### src/hw/rtl/ngga_pkg.sv
// Shared types, constants and lookup functions of the GGA position parser.
package ngga_pkg;

  localparam int ADD_W = 23;

  localparam logic [7:0] CH_NL    = 8'h0A;
  localparam logic [7:0] CH_COMMA = 8'h2C;
  localparam logic [7:0] CH_S     = 8'h53;
  localparam logic [7:0] CH_W     = 8'h57;
  localparam logic [7:0] CH_ZERO  = 8'h30;
  localparam logic [7:0] CH_NINE  = 8'h39;

  localparam logic [2:0] HDR_LEN  = 3'd6;
  localparam logic [3:0] CNT_MAX  = 4'd15;
  localparam logic [3:0] FLD_LAT  = 4'd2;
  localparam logic [3:0] FLD_NS   = 4'd3;
  localparam logic [3:0] FLD_LON  = 4'd4;
  localparam logic [3:0] FLD_EW   = 4'd5;
  localparam logic [3:0] LAT_CHARS = 4'd7;
  localparam logic [3:0] LON_CHARS = 4'd8;

  localparam logic [19:0] LAT_ACC_MAX = 20'hFFFFF;
  localparam logic [20:0] LON_ACC_MAX = 21'h1FFFFF;

  typedef enum logic [2:0] {
    OP_NOP  = 3'd0,
    OP_LAT  = 3'd1,
    OP_NS   = 3'd2,
    OP_LON  = 3'd3,
    OP_EW   = 3'd4,
    OP_EMIT = 3'd5,
    OP_DROP = 3'd6
  } op_t;

  typedef struct packed {
    op_t              op;
    logic             flag;
    logic [ADD_W-1:0] addend;
  } cmd_t;

  function automatic logic [7:0] hdr_char(input logic [2:0] idx);
    logic [7:0] ch;
    unique case (idx)
      3'd0:    ch = 8'h24; // $
      3'd1:    ch = 8'h47; // G
      3'd2:    ch = 8'h50; // P
      3'd3:    ch = 8'h47; // G
      3'd4:    ch = 8'h47; // G
      3'd5:    ch = 8'h41; // A
      default: ch = 8'h00;
    endcase
    return ch;
  endfunction

  // ddmm.mm
  function automatic logic [19:0] lat_weight(input logic [3:0] pos);
    logic [19:0] w;
    unique case (pos)
      4'd0:    w = 20'd60000;
      4'd1:    w = 20'd6000;
      4'd2:    w = 20'd1000;
      4'd3:    w = 20'd100;
      4'd5:    w = 20'd10;
      4'd6:    w = 20'd1;
      default: w = 20'd0;
    endcase
    return w;
  endfunction

  // dddmm.mm
  function automatic logic [19:0] lon_weight(input logic [3:0] pos);
    logic [19:0] w;
    unique case (pos)
      4'd0:    w = 20'd600000;
      4'd1:    w = 20'd60000;
      4'd2:    w = 20'd6000;
      4'd3:    w = 20'd1000;
      4'd4:    w = 20'd100;
      4'd6:    w = 20'd10;
      4'd7:    w = 20'd1;
      default: w = 20'd0;
    endcase
    return w;
  endfunction

endpackage

### src/hw/rtl/ngga_front.sv
// Front end: tracks header and field position per byte and emits commands.
module ngga_front import ngga_pkg::*; (
  input  logic       clk,
  input  logic       rst_n,
  input  logic       push,
  input  logic [7:0] rx_byte,
  output cmd_t       cmd
);

  logic [2:0] hdr_pos_r, hdr_pos_nxt;
  logic       hdr_match_r, hdr_match_nxt;
  logic [3:0] field_r, field_nxt;
  logic [3:0] cif_r, cif_nxt;

  logic        is_digit;
  logic [3:0]  digit;
  logic [19:0] weight;
  logic [23:0] prod;

  assign is_digit = (rx_byte >= CH_ZERO) && (rx_byte <= CH_NINE);
  assign digit    = is_digit ? rx_byte[3:0] : 4'd0;

  always_comb begin
    weight = 20'd0;
    if ((field_r == FLD_LAT) && (cif_r < LAT_CHARS)) begin
      weight = lat_weight(cif_r);
    end else if ((field_r == FLD_LON) && (cif_r < LON_CHARS)) begin
      weight = lon_weight(cif_r);
    end
  end

  assign prod = {20'd0, digit} * {4'd0, weight};

  always_comb begin
    hdr_pos_nxt   = hdr_pos_r;
    hdr_match_nxt = hdr_match_r;
    field_nxt     = field_r;
    cif_nxt       = cif_r;
    cmd.op        = OP_NOP;
    cmd.flag      = 1'b0;
    cmd.addend    = prod[ADD_W-1:0];
    if (rx_byte == CH_NL) begin
      cmd.op        = (hdr_match_r && (hdr_pos_r == HDR_LEN)) ? OP_EMIT : OP_DROP;
      hdr_pos_nxt   = 3'd0;
      hdr_match_nxt = 1'b1;
      field_nxt     = 4'd0;
      cif_nxt       = 4'd0;
    end else begin
      if (hdr_pos_r < HDR_LEN) begin
        if (rx_byte != hdr_char(hdr_pos_r)) begin
          hdr_match_nxt = 1'b0;
        end
        hdr_pos_nxt = hdr_pos_r + 3'd1;
      end
      if (rx_byte == CH_COMMA) begin
        if (field_r < CNT_MAX) begin
          field_nxt = field_r + 4'd1;
        end
        cif_nxt = 4'd0;
      end else begin
        if (cif_r < CNT_MAX) begin
          cif_nxt = cif_r + 4'd1;
        end
        priority if (field_r == FLD_LAT) begin
          cmd.op = OP_LAT;
        end else if (field_r == FLD_LON) begin
          cmd.op = OP_LON;
        end else if ((field_r == FLD_NS) && (cif_r == 4'd0)) begin
          cmd.op   = OP_NS;
          cmd.flag = (rx_byte == CH_S);
        end else if ((field_r == FLD_EW) && (cif_r == 4'd0)) begin
          cmd.op   = OP_EW;
          cmd.flag = (rx_byte == CH_W);
        end else begin
          cmd.op = OP_NOP;
        end
      end
    end
  end

  always_ff @(posedge clk) begin
    if (!rst_n) begin
      hdr_pos_r   <= 3'd0;
      hdr_match_r <= 1'b1;
      field_r     <= 4'd0;
      cif_r       <= 4'd0;
    end else if (push) begin
      hdr_pos_r   <= hdr_pos_nxt;
      hdr_match_r <= hdr_match_nxt;
      field_r     <= field_nxt;
      cif_r       <= cif_nxt;
    end
  end

endmodule

### src/hw/rtl/ngga_queue.sv
// Small command FIFO between the front end and the back end.
module ngga_queue import ngga_pkg::*; #(
  parameter int DEPTH = 2
) (
  input  logic clk,
  input  logic rst_n,
  input  logic push,
  input  cmd_t push_cmd,
  output logic full,
  input  logic pop,
  output logic empty,
  output cmd_t pop_cmd
);

  localparam int PTR_W = (DEPTH > 1) ? $clog2(DEPTH) : 1;
  localparam int CNT_W = $clog2(DEPTH + 1);

  cmd_t             mem [DEPTH];
  logic [PTR_W-1:0] wr_ptr_r, rd_ptr_r;
  logic [CNT_W-1:0] count_r, count_nxt;

  assign full    = (count_r == CNT_W'(DEPTH));
  assign empty   = (count_r == '0);
  assign pop_cmd = mem[rd_ptr_r];

  always_comb begin
    count_nxt = count_r;
    if (push && !pop) begin
      count_nxt = count_r + CNT_W'(1);
    end else if (pop && !push) begin
      count_nxt = count_r - CNT_W'(1);
    end
  end

  always_ff @(posedge clk) begin
    if (push) begin
      mem[wr_ptr_r] <= push_cmd;
    end
  end

  always_ff @(posedge clk) begin
    if (!rst_n) begin
      wr_ptr_r <= '0;
      rd_ptr_r <= '0;
      count_r  <= '0;
    end else begin
      count_r <= count_nxt;
      if (push) begin
        wr_ptr_r <= (wr_ptr_r == PTR_W'(DEPTH - 1)) ? '0 : wr_ptr_r + PTR_W'(1);
      end
      if (pop) begin
        rd_ptr_r <= (rd_ptr_r == PTR_W'(DEPTH - 1)) ? '0 : rd_ptr_r + PTR_W'(1);
      end
    end
  end

endmodule

### src/hw/rtl/ngga_back.sv
// Back end: accumulates coordinates, applies hemispheres and holds the result word.
module ngga_back import ngga_pkg::*; (
  input  logic               clk,
  input  logic               rst_n,
  input  logic               empty,
  input  cmd_t               cmd,
  output logic               pop,
  output logic               out_valid,
  input  logic               out_ready,
  output logic signed [20:0] out_latitude,
  output logic               out_lat_valid,
  output logic signed [21:0] out_longitude,
  output logic               out_lon_valid
);

  logic [19:0] lat_acc_r;
  logic [20:0] lon_acc_r;
  logic        lat_pres_r, lon_pres_r, south_r, west_r;
  logic        out_valid_r, out_valid_nxt;
  logic [20:0] lat_r;
  logic [21:0] lon_r;
  logic        lat_v_r, lon_v_r;

  logic [20:0] lat_sum;
  logic [23:0] lon_sum;
  logic [19:0] lat_add_sat;
  logic [20:0] lon_add_sat;
  logic [20:0] lat_res;
  logic [21:0] lon_res;
  logic        lon_ok;
  logic        is_emit;

  assign is_emit = (cmd.op == OP_EMIT);
  assign pop     = !empty && (!is_emit || !out_valid_r || out_ready);

  assign lat_sum = {1'b0, lat_acc_r} + {1'b0, cmd.addend[19:0]};
  assign lon_sum = {3'd0, lon_acc_r} + {1'b0, cmd.addend};
  assign lat_add_sat = lat_sum[20] ? LAT_ACC_MAX : lat_sum[19:0];
  assign lon_add_sat = (lon_sum > {3'd0, LON_ACC_MAX}) ? LON_ACC_MAX : lon_sum[20:0];

  assign lon_ok  = lat_pres_r && lon_pres_r;
  assign lat_res = !lat_pres_r ? 21'd0 :
                   south_r ? (21'd0 - {1'b0, lat_acc_r}) : {1'b0, lat_acc_r};
  assign lon_res = !lon_ok ? 22'd0 :
                   west_r ? (22'd0 - {1'b0, lon_acc_r}) : {1'b0, lon_acc_r};

  always_comb begin
    out_valid_nxt = out_valid_r;
    if (out_valid_r && out_ready) begin
      out_valid_nxt = 1'b0;
    end
    if (pop && is_emit) begin
      out_valid_nxt = 1'b1;
    end
  end

  always_ff @(posedge clk) begin
    if (!rst_n) begin
      lat_acc_r   <= '0;
      lon_acc_r   <= '0;
      lat_pres_r  <= 1'b0;
      lon_pres_r  <= 1'b0;
      south_r     <= 1'b0;
      west_r      <= 1'b0;
      out_valid_r <= 1'b0;
    end else begin
      out_valid_r <= out_valid_nxt;
      if (pop) begin
        unique case (cmd.op)
          OP_LAT: begin
            lat_pres_r <= 1'b1;
            lat_acc_r  <= lat_add_sat;
          end
          OP_LON: begin
            lon_pres_r <= 1'b1;
            lon_acc_r  <= lon_add_sat;
          end
          OP_NS: south_r <= cmd.flag;
          OP_EW: west_r  <= cmd.flag;
          OP_EMIT, OP_DROP: begin
            lat_acc_r  <= '0;
            lon_acc_r  <= '0;
            lat_pres_r <= 1'b0;
            lon_pres_r <= 1'b0;
            south_r    <= 1'b0;
            west_r     <= 1'b0;
          end
          default: ;
        endcase
      end
    end
  end

  always_ff @(posedge clk) begin
    if (pop && is_emit) begin
      lat_r   <= lat_res;
      lon_r   <= lon_res;
      lat_v_r <= lat_pres_r;
      lon_v_r <= lon_ok;
    end
  end

  assign out_valid     = out_valid_r;
  assign out_latitude  = lat_r;
  assign out_lat_valid = lat_v_r;
  assign out_longitude = lon_r;
  assign out_lon_valid = lon_v_r;

endmodule

### src/hw/rtl/nmea_gga_position_parser.sv
// NMEA GGA position parser: takes one received character per word and, at the end of
// each $GPGGA line, delivers one word with latitude and longitude in hundredths of an
// arc-minute (south and west negative) plus their present flags; other lines deliver
// nothing. A character is taken every cycle: the front end classifies it
// combinationally, a QUEUE_DEPTH-entry FIFO carries the command, and the back end
// retires one command per cycle. A finished result waits in the output register;
// only a line end that meets a still-unaccepted result stalls the back end, and
// input stalls once the FIFO fills. out_valid is registered and rises after the back
// end retires the line end's command, held back while an earlier result still waits.
module nmea_gga_position_parser import ngga_pkg::*; #(
  parameter int QUEUE_DEPTH = 2
) (
  input  logic               clk,
  input  logic               rst_n,
  input  logic               in_valid,
  output logic               in_ready,
  input  logic [7:0]         in_rx_byte,
  output logic               out_valid,
  input  logic               out_ready,
  output logic signed [20:0] out_latitude,
  output logic               out_lat_valid,
  output logic signed [21:0] out_longitude,
  output logic               out_lon_valid
);

  cmd_t front_cmd, back_cmd;
  logic push, pop, full, empty;

  assign in_ready = !full;
  assign push     = in_valid && !full;

  ngga_front u_front (
    .clk     (clk),
    .rst_n   (rst_n),
    .push    (push),
    .rx_byte (in_rx_byte),
    .cmd     (front_cmd)
  );

  ngga_queue #(.DEPTH(QUEUE_DEPTH)) u_queue (
    .clk      (clk),
    .rst_n    (rst_n),
    .push     (push),
    .push_cmd (front_cmd),
    .full     (full),
    .pop      (pop),
    .empty    (empty),
    .pop_cmd  (back_cmd)
  );

  ngga_back u_back (
    .clk           (clk),
    .rst_n         (rst_n),
    .empty         (empty),
    .cmd           (back_cmd),
    .pop           (pop),
    .out_valid     (out_valid),
    .out_ready     (out_ready),
    .out_latitude  (out_latitude),
    .out_lat_valid (out_lat_valid),
    .out_longitude (out_longitude),
    .out_lon_valid (out_lon_valid)
  );

endmodule

### config.mk
export PLATFORM = sky130hd
export DESIGN_NAME = nmea_gga_position_parser
export DESIGN_NICKNAME = d
export VERILOG_FILES = /design/src/hw/rtl/ngga_pkg.sv /design/src/hw/rtl/ngga_front.sv /design/src/hw/rtl/ngga_queue.sv /design/src/hw/rtl/ngga_back.sv /design/src/hw/rtl/nmea_gga_position_parser.sv
export SDC_FILE = /design/constraint.sdc
export NUM_CORES = 1
export LEC_CHECK = 0
export ABC_AREA = 1
export BUFFER_PORTS_ARGS = -buffer_cell sky130_fd_sc_hd__buf_2
export CAP_MARGIN = 20
export CORE_MARGIN = 2
export CORE_UTILIZATION = 45
export DETAILED_ROUTE_END_ITERATION = 7
export HOLD_SLACK_MARGIN = 0.06
export PLACE_DENSITY = 0.62
export REMOVE_ABC_BUFFERS = 1
export SLEW_MARGIN = 20
export SYNTH_ARGS = -nofsm -noshare
export SYNTH_HDL_FRONTEND = slang
export SYNTH_SLANG_ARGS = --single-unit
export TNS_END_PERCENT = 30
### constraint.sdc
create_clock -name clk -period 5.25 [get_ports clk]
set_input_delay 0.2625 -clock clk [delete_from_list [all_inputs] [get_ports clk]]
set_output_delay 0.2625 -clock clk [all_outputs]
set_load 0.01 [all_outputs]
==> results of run 1 <==
## how the worst max path moves through the flow
stage                                     end  slack [ns]
3_5_place_dp     u_queue.mem[0][18]$_DFFE_PP_        0.48
3_3_place_gp     u_queue.mem[0][22]$_DFFE_PP_        0.51
6_report         u_queue.mem[1][18]$_DFFE_PP_        0.45
4_1_cts          u_queue.mem[1][18]$_DFFE_PP_        0.45
2_1_floorplan  u_back.out_lat_valid$_DFFE_PP_        1.08
5_1_grt          u_queue.mem[1][18]$_DFFE_PP_        0.02
## layout make-up
| cell class | instances | area [um^2] | share of cell area, % |
|---|---|---|---|
| multi-input combinational | 1271 | 7120 | 51.7 |
| sequential | 162 | 4230 | 30.8 |
| inverter | 264 | 995 | 7.22 |
| tap | 378 | 473 | 3.44 |
| clock buffer | 17 | 425 | 3.09 |
| timing repair buffer | 67 | 358 | 2.60 |
| clock inverter | 15 | 163 | 1.18 |
## cell families (layout without fill, tap and decap cells)
group                    after synthesis  after routing  share of synthesized area (%)
AO/OA/AOI/OAI                        316            316                           13.7
XOR/XNOR                              46             46                           3.22
adder cells (fa/ha/maj)              114            114                           13.4
buffers and inverters                299            363                           9.36
flip-flops                           162            162                           33.8
multiplexers                           1              1                          0.180
AND/OR/NAND/NOR                      794            794                           26.4
## report_power, final
| part | switching, mW | leakage, nW | internal, mW |
|---|---|---|---|
| Clock | 0.601 | 0.287 | 0.639 |
| Combinational | 2.15 | 4.51 | 1.03 |
| Sequential | 0.270 | 1.46 | 1.62 |
| Total | 3.02 | 6.26 | 3.29 |
## worst max-delay path: stages (launching register included)
cell	delay [ns]
dfxtp_1	0.40
inv_1	0.11
ha_1	0.20
nand2_1	0.14
nor2_1	0.06
nand2_1	0.19
inv_1	0.17
o31ai_1	0.51
nor2_1	0.11
fa_1	0.49
inv_1	0.06
fa_1	0.54
inv_1	0.04
ha_1	0.35
nand2_1	0.13
inv_1	0.04
a21oi_1	0.24
o21ai_0	0.18
a21oi_1	0.28
o21ai_0	0.14
xor2_1	0.16
## flip-flops by register name (all words and copies together) (netlist names), 2 cells and up, named ones only
signal                cells
u_queue.mem              54
u_back.out_longitude     22
u_back.lon_acc_r         21
u_back.out_latitude      21
u_back.lat_acc_r         20
u_front.cif_r             4
u_front.field_r           4
u_front.hdr_pos_r         3
u_queue.count_r           2
## through the flow
step | power, mW | std cells | setup slack, ns | hold slack (ns)
global route | 6.86 | 2174 | 0.0169 | 0.209
finish | 6.31 | 2174 | 0.453 | 0.176
global placement | 5.03 | 2142 | 0.509 | 0.431
CTS | 6.31 | 2174 | 0.451 | 0.167
detailed placement | 5.06 | 2142 | 0.482 | 0.452
floorplan | 4.21 | 1697 | 1.08 | 0.392
## cell usage in the layout, fill, tap and decap left out, drive strengths merged, types with 5 or more instances in the layout
cell,Yosys,routed
nand2,461,461
inv,261,270
nor2,174,174
a21oi,161,161
o21ai,120,120
edfxtp,99,99
ha,81,81
buf,13,67
nand3,63,63
dfxtp,63,63
nand4,43,43
fa,33,33
nor3,30,30
xor2,26,26
xnor2,20,20
clkbuf,22,17
clkinv,3,8
nand3b,7,7
o31ai,6,6
nor4,6,6
o21bai,5,5
or2,5,5
## layer usage
layer | vias to the layer above | GRT usage (%) | part of all wire, %
li1 | 5790 | - | -
met1 | 5029 | 28.7 | 46
met2 | 272 | 38.0 | 47
met3 | 57 | 2.75 | 4.1
met4 | 0 | 8.55 | 3.0
met5 | - | 0 | 0
==> reports/results.ini, run 1 <==
[critical_path]
ff2ff_setup_slack_ns = 0.45
crit_path_max_fanout = 7
crit_required_ns = 5.43
r2r-start = u_front.field_r[0]$_SDFFE_PN0P_
cp-start-kind = flip-flop
r2r_end = u_queue.mem[1][18]$_DFFE_PP_
cp.arrival_ns = 4.98
crit_type = flip-flop to flip-flop
critPathLaunch = u_front.field_r[0]$_SDFFE_PN0P_
rr_worst_depth = 20
endpoint_kind = flip-flop

[drt]
wl_per_cell_um = 14.3
drcViolationCount = 0
ant_nets = 0
first_pass_iters = 5
via_count = 11148
routed_wirelength_um = 31200
drt_iter0_drc = 711
routed_via_density = 5.13

[floorplanning]
pin_count = 59
core-area_mm2 = 0.0276
fp.dieW_um = 171
die_h_um = 171
start_util_pct = 45.4
rows = 61
dieArea_mm2 = 0.0292

[worst_hold_path]
hold_start = out_ready
hp-class = primary input to flip-flop
whs_endpoint = u_back.out_valid$_SDFFE_PN0P_
whs_path_depth = 4

[pwr]
p_leak_nw = 6.26
powerDensity_mw_per_mm2 = 458
peakVddDrop_uv = 245

[synthesis]
synthCells = 1732
yosysTopAreaCell = edfxtp_1
synth_common_cells = nand2_1 (457), inv_1 (256), nor2_1 (172)
ys_top_cells_by_area = edfxtp_1 (24%), nand2_1 (14%), dfxtp_1 (10%)
yosys_warnings = 0
syn_area_per_cell_um2 = 7.22
syn_area_mm2 = 0.0125
synth_seq_cells = 162
yosysMostFrequentCell = nand2_1
synth_edf_count = 99
seq_area_frac_synth_pct = 33.8
ys.flop_type = edfxtp_1
netlist-cell-type-count = 52
yosysTopAreaCellShare_pct = 23.8
async_flop_share_pct = 0

[sta]
finalHoldViolations = 0
timing.fmax_mhz = 208
setup_tns_ns = 0
fin_crit_sh_pct = 91.4
slew_headroom_pct = 47.8
worst_slew_pin_slew_ns = 0.781
fin_worst_skew_ns = 0.0155
min_period_ns = 4.80
grt_setup_unrepaired = false
finalMaxSlewViolations = 0
setup_viol = 0

[place]
post_dp_cell_area_mm2 = 0.0132
finalWeightedCongestion = 0.916
dp_hpwl_um = 24400
port_buffers = 58

[final_layout]
fin_area_mm2 = 0.0138
nNetsFinal = 1909
drive_gt1_share_pct = 7.07
synthToLayoutAreaGrowth_pct = 10.0
nFillCells = 2737
diodes = 0
final_util_pct = 50.0

[clock_tree]
post_cts_resized = 0
clk_pin_slew_ns = 0.08
cts_root_buf = clkbuf_16
clockBufferDepth = 2
clock_sinks = 162
numCtsBuffers = 17
cts-htree-levels = 4
insertion_delay_ns = 0.44
hold_buffers = 0
cts_tree = built
post_cts_buffers = 0

[global_routing]
grt_max_degree = 48
grt_pass1_wl_um = 51700
groute.usage.overall_pct = 22.2
gr-total-overflow = 0
antenna_found_initial = 0
grt_pass1_vias = 10688

[run_status]
outcome = finished, final reports clean

[run]
cap_violations = 0

Note: power is estimated with default switching activity, not from simulation.
==> run 2: changes to the inputs <==
- PLACE_DENSITY: 0.62 -> unset
- PLACE_DENSITY_LB_ADDON: unset -> 0.08
==> run 2 against run 1 <==
Net effect: core utilization rose by 0.10 points; first-iteration DRC count rose by 13%; clock skew barely moved; global-route usage rose by 0.61 points; count of clock-buffer cells in the layout rose by 1; routed wire length rose by 2.4%; via count rose by 0.53%; cell area rose by 0.21%; register-to-register slack got worse by 0.08 ns; critical endpoint is now u_queue.mem[0][22]$_DFFE_PP_; largest power group unchanged.
==> reports/results.ini, run 2 (synthesized netlist as in run 1, its figures left out) <==
[sta]
grt_setup_unrepaired = false
worst_slew_pin_slew_ns = 0.874  ; +0.0928 ns
layout_setup_ws_ns = 0.374  ; -0.0793 ns
worst_hold_slack_ns = 0.176  ; +0.0000950 ns
slew_headroom_pct = 41.6  ; -6.2 points
min_period_ns = 4.88  ; +0.0793 ns
fin_crit_sh_pct = 92.9  ; +1.5 points
setup_viol = 0  ; unchanged
finalMaxSlewViolations = 0  ; unchanged
timing.fmax_mhz = 205  ; -1.6%
fin_worst_skew_ns = 0.0154  ; -0.0000789 ns
finalHoldViolations = 0  ; unchanged
setup_tns_ns = 0  ; unchanged

[global_routing]
grt_pass1_wl_um = 52700  ; +1.9%
groute.usage.overall_pct = 22.8  ; +0.61 points
antenna_found_initial = 0  ; unchanged
gr-total-overflow = 0  ; unchanged
grt_pass1_vias = 10614  ; -0.69%
grt_max_degree = 47  ; -2.1%

[pwr]
peakVddDrop_uv = 220  ; -9.8%
p_leak_nw = 6.28  ; +0.33%
power.total_mw = 6.37  ; +1.0%
powerDensity_mw_per_mm2 = 462  ; +0.82%

[place]
dp_slack_ns = 0.515  ; +0.0338 ns
port_buffers = 58  ; unchanged
dp_hpwl_um = 25100  ; +2.7%
place_inst = 2143  ; +0.047%
finalWeightedCongestion = 0.903  ; -1.4%

[final_layout]
nNetsFinal = 1910  ; +0.052%
top_register = u_queue.mem
synthToLayoutAreaGrowth_pct = 10.3
largest_reg_flops = 54  ; unchanged
final_common_cell = nand2_1
diodes = 0  ; unchanged
layout_common_cells = nand2_1 (457), inv_1 (256), nor2_1 (169), a21oi_1 (155), o21ai_0 (111)
nFillCells = 2753  ; +0.58%
final_cells = 2175  ; +0.046%
drive_gt1_share_pct = 7.12  ; +0.052 points

[clock_tree]
post_cts_resized = 0  ; unchanged
insertion_delay_ns = 0.44  ; about the same
cts_root_buf = clkbuf_16
hold_buffers = 0  ; unchanged
numCtsBuffers = 17  ; unchanged
clockBufferDepth = 2  ; unchanged
clock_sinks = 162  ; unchanged
clk_pin_slew_ns = 0.08  ; about the same
cts-htree-levels = 4  ; unchanged
post_cts_buffers = 0  ; unchanged
cts_tree = built

[floorplanning]
core-area_mm2 = 0.0276  ; unchanged
fp.dieW_um = 171  ; unchanged
die_h_um = 171  ; unchanged
rows = 61  ; unchanged
dieArea_mm2 = 0.0292  ; unchanged
pin_count = 59  ; unchanged
start_util_pct = 45.4  ; unchanged

[critical_path]
crit_required_ns = 5.47  ; +0.04 ns
crit_type = flip-flop to flip-flop
rr_worst_depth = 21  ; +5.0%
cp.arrival_ns = 5.10  ; +0.12 ns
endpoint_kind = flip-flop
cp-start-kind = flip-flop
crit_path_max_fanout = 7  ; unchanged

[drt]
first_pass_iters = 5  ; unchanged
routed_wirelength_um = 31900  ; +2.4%
drt_iter0_drc = 800  ; +13%
wl_per_cell_um = 14.7  ; +2.3%
ant_nets = 0  ; unchanged
drcViolationCount = 0  ; unchanged
routed_via_density = 5.15  ; +0.48%
via_count = 11207  ; +0.53%

[worst_hold_path]
whs_path_depth = 3  ; -1
hp-class = primary input to flip-flop

[run_status]
outcome = finished, final reports clean

[run]
cap_violations = 0  ; unchanged

==> run 2: worst max-delay path, stage by stage (launching register included) <==
cell and delay (ns):
dfxtp_1 0.38, inv_1 0.12, ha_1 0.21, nand2_1 0.13, nor2_1 0.05, nand2_1 0.19, inv_1 0.15, o31ai_1 0.57
nor2_1 0.15, fa_1 0.55, inv_1 0.05, fa_1 0.54, inv_1 0.05, ha_1 0.34, nand2_1 0.08, nor2_1 0.17
o21ai_0 0.14, o211ai_1 0.13, nand2_1 0.13, nand3_1 0.16, a21oi_1 0.08, o21ai_0 0.28
==> run 2: where the power goes <==
part	leakage, nW	internal (mW)	total (mW)	switching (mW)
sequential	1.46	1.62	1.88	0.260
clock	0.302	0.708	1.29	0.586
combinational	4.52	1.03	3.20	2.16
total	6.28	3.36	6.37	3.01
==> run 2: path summary, 6_finish.rpt <==
path | start | to | slack, ns
max | u_front.field_r[0]$_SDFFE_PN0P_ | u_queue.mem[0][22]$_DFFE_PP_ | 0.37
min | rst_n | u_queue.wr_ptr_r$_SDFFE_PN0P_ | 0.18
max reg2reg | u_front.field_r[0]$_SDFFE_PN0P_ | u_queue.mem[0][22]$_DFFE_PP_ | 0.37
min reg2reg | u_front.hdr_match_r$_SDFFE_PN1P_ | u_front.hdr_match_r$_SDFFE_PN1P_ | 0.45
==> run 2: final cells by class <==
class / count / area (um^2) / area share, %
clock inverters: 14 / 159 / 1.15
multi-input cells: 1271 / 7120 / 51.6
repair buffers: 68 / 365 / 2.65
inverters: 264 / 995 / 7.21
clock buffers: 18 / 450 / 3.26
flip-flops and latches: 162 / 4230 / 30.7
well taps: 378 / 473 / 3.43
==> run 2: per-layer routing <==
metal | vias to the layer above | wire length (um) | GRT usage (%)
met5 | - | 0 | 0
met4 | 0 | 840 | 8.21
met3 | 48 | 1180 | 2.64
li1 | 5779 | - | -
met1 | 5137 | 14600 | 29.1
met2 | 243 | 15300 | 39.8
==> run 2: per-stage QoR <==
stage | utilization (%) | instance area [um^2]
6_report | 50.1 | 13800
5_1_grt | 50.1 | 13800
4_1_cts | 50.1 | 13800
3_5_place_dp | 47.9 | 13200
3_3_place_gp | 47.9 | 13200
2_1_floorplan | - | 12300
==> run 3: changes to the inputs <==
- CELL_PAD_IN_SITES_DETAIL_PLACEMENT: unset -> 1
- CELL_PAD_IN_SITES_GLOBAL_PLACEMENT: unset -> 1
- clock period: 5.25 -> 5.56 ns (I/O delays scaled with it)
==> run 3 against run 2 <==
Net effect: flip-flop and latch count is the same; critical path depth is 1 lower; worst hold slack improved by 0.025 ns; register-to-register slack improved by 0.41 ns; cell area down 0.77%; routed wire length up 16%; clock skew increased by 0.0039 ns; clock power is 15% lower; setup slack improved by 0.41 ns; non-clock buffer count shrank 4; combinational power down 2%; die area is the same; critical endpoint is now u_queue.mem[0][18]$_DFFE_PP_; highest routed layer unchanged.
==> reports/results.ini, run 3 (synthesized netlist as in run 1, its figures left out) <==
[run_status]
outcome = finished, final reports clean

[clock_tree]
cts_root_buf = clkbuf_16
insertion_delay_ns = 0.45  ; about the same
clock_sinks = 162  ; unchanged
cts_tree = built
clockBufferDepth = 2  ; unchanged
numCtsBuffers = 17  ; unchanged
post_cts_resized = 0  ; unchanged
cts-htree-levels = 4  ; unchanged
hold_buffers = 0  ; unchanged
clk_pin_slew_ns = 0.07  ; about the same
post_cts_buffers = 0  ; unchanged

[floorplanning]
dieArea_mm2 = 0.0292  ; unchanged
core-area_mm2 = 0.0276  ; unchanged
fp.dieW_um = 171  ; unchanged
pin_count = 59  ; unchanged
rows = 61  ; unchanged
die_h_um = 171  ; unchanged
start_util_pct = 45.4  ; unchanged

[final_layout]
top_register = u_queue.mem
diodes = 0  ; unchanged
fin_area_mm2 = 0.0137  ; -0.77%
final_common_cell = nand2_1
nNetsFinal = 1906  ; -0.21%
largest_reg_flops = 54  ; unchanged
final_util_pct = 49.7  ; -0.39 points
synthToLayoutAreaGrowth_pct = 9.41
final_cells = 2171  ; -0.18%
drive_gt1_share_pct = 6.75  ; -0.37 points
layout_common_cells = nand2_1 (457), inv_1 (256), nor2_1 (169), a21oi_1 (155), o21ai_0 (111)

[place]
place_inst = 2139  ; -0.19%
dp_hpwl_um = 29200  ; +16%
post_dp_cell_area_mm2 = 0.0132  ; -0.23%
port_buffers = 58  ; unchanged
finalWeightedCongestion = 0.889  ; -1.5%

[global_routing]
gr-total-overflow = 0  ; unchanged
antenna_found_initial = 0  ; unchanged
grt_pass1_vias = 12260  ; +16%
grt_max_degree = 48  ; +2.1%
groute.usage.overall_pct = 26.1  ; +3.3 points
grt_use_met2_pct = 47.1  ; +7.3 points
grt-busiest-layer = met2
grt_pass1_wl_um = 60100  ; +14%
met3_usage_pct = 2.41  ; -0.23 points
met1_usage_pct = 31.3  ; +2.1 points

[critical_path]
cp.arrival_ns = 4.96  ; -0.14 ns
cp-start-kind = flip-flop
crit_type = flip-flop to flip-flop
max_stage_delay_ns = 0.52  ; -0.05 ns
crit_path_max_fanout = 7  ; unchanged
ff2ff_setup_slack_ns = 0.78  ; +0.41 ns
r2r_end = u_queue.mem[0][18]$_DFFE_PP_
endpoint_kind = flip-flop
cpMostUsedCell = inv_1
crit_required_ns = 5.74  ; +0.27 ns
r2r-start = u_front.field_r[0]$_SDFFE_PN0P_
rr_worst_depth = 20  ; -4.8%
slowest_stage = o31ai_1
path_cells = inv_1 > ha_1 > nand2_1 > nor2_1 > nand2_1 > inv_1 > o31ai_1 > nor2_1 > fa_1 > inv_1 > fa_1 > inv_1 > ha_1 > nand2_1 > inv_1 > a21oi_1 > o21ai_0 > a21oi_1 > o21ai_0 > xor2_1

[pwr]
peakVddDrop_uv = 185  ; -16%
p_leak_nw = 6.22  ; -0.91%
powerDensity_mw_per_mm2 = 441  ; -4.5%

[sta]
finalMaxSlewViolations = 0  ; unchanged
timing.fmax_mhz = 209  ; +2.1%
worst_hold_slack_ns = 0.202  ; +0.0255 ns
fin_worst_skew_ns = 0.0193  ; +0.00388 ns
grt_setup_unrepaired = false
fin_crit_sh_pct = 85.9  ; -7.0 points
worst_slew_pin_slew_ns = 0.826  ; -0.0485 ns
setup_tns_ns = 0  ; unchanged
finalHoldViolations = 0  ; unchanged
min_period_ns = 4.78  ; -0.0992 ns
slew_headroom_pct = 44.8  ; +3.2 points
setup_viol = 0  ; unchanged

[drt]
routed_wirelength_um = 36900  ; +16%
drcViolationCount = 0  ; unchanged
routed_via_density = 5.39  ; +4.5%
drt_iter0_drc = 525  ; -34%
wl_per_cell_um = 17.0  ; +16%
first_pass_iters = 5  ; unchanged
ant_nets = 0  ; unchanged
via_count = 11693  ; +4.3%

[worst_hold_path]
whs_path_depth = 4  ; +1
hp-class = primary input to flip-flop
hold_start = out_ready
whs_endpoint = u_back.out_valid$_SDFFE_PN0P_

[run]
cap_violations = 0  ; unchanged

[run 3: cell types whose count changed in the layout (fill, tap and decap cells not counted), moves of 2 or more]
cell,delta
buf_4,-4
inv_8,-4
inv_4,+2
clkbuf_1,+3
inv_6,-2
[run 3: where the power goes]
| part | internal (mW) | total (mW) | switching, mW |
|---|---|---|---|
| clock | 0.592 | 1.10 | 0.511 |
| combinational | 0.975 | 3.13 | 2.15 |
| sequential | 1.53 | 1.81 | 0.275 |
[run 3: routing by layer]
| metal | vias to the layer above | share of wire (%) |
|---|---|---|
| li1 | 5778 | - |
| met1 | 5665 | 44 |
| met2 | 185 | 50 |
| met3 | 65 | 2.4 |
| met4 | 0 | 4.0 |
| met5 | - | 0 |
[run 3: final cells by class]
cell class	count	area, um^2
multi-input cells	1271	7120
clock buffers	22	458
repair buffers	64	335
fillers	3574	13900
flip-flops and latches	162	4230
inverters	264	995
well taps	378	473
clock inverters	10	75.1
[run 3: stage by stage]
stage | setup WS, ns | power (mW)
global placement | 0.800 | 4.80
floorplan | 1.39 | 3.98
CTS | 0.728 | 6.06
detailed placement | 0.728 | 4.92
global route | 0.251 | 6.55
finish | 0.783 | 6.04
[run 3: worst max-delay path, delay by kind of cell, from the launching register on]
family	cells	cell delay [ns]
AOI/OAI and AO/OA	5	1.29
xor gates and xnor gates	1	0.17
adders and majority gates	4	1.58
buffers and inverters	5	0.42
DFF	1	0.38
and+or+nand+nor	5	0.66
[run 3: how the worst max path moves through the flow]
stage | from | to | slack, ns | cells after the start
2_1_floorplan | flip-flop | u_back.out_lat_valid$_DFFE_PP_ | 1.39 | 9
3_3_place_gp | in_rx_byte[6] | u_queue.mem[0][15]$_DFFE_PP_ | 0.80 | 18
3_5_place_dp | in_rx_byte[6] | u_queue.mem[1][15]$_DFFE_PP_ | 0.73 | 18
4_1_cts | u_front.field_r[0]$_SDFFE_PN0P_ | u_queue.mem[0][18]$_DFFE_PP_ | 0.73 | 20
5_1_grt | u_front.field_r[0]$_SDFFE_PN0P_ | u_queue.mem[0][15]$_DFFE_PP_ | 0.25 | 18
6_report | u_front.field_r[0]$_SDFFE_PN0P_ | u_queue.mem[0][18]$_DFFE_PP_ | 0.78 | 20
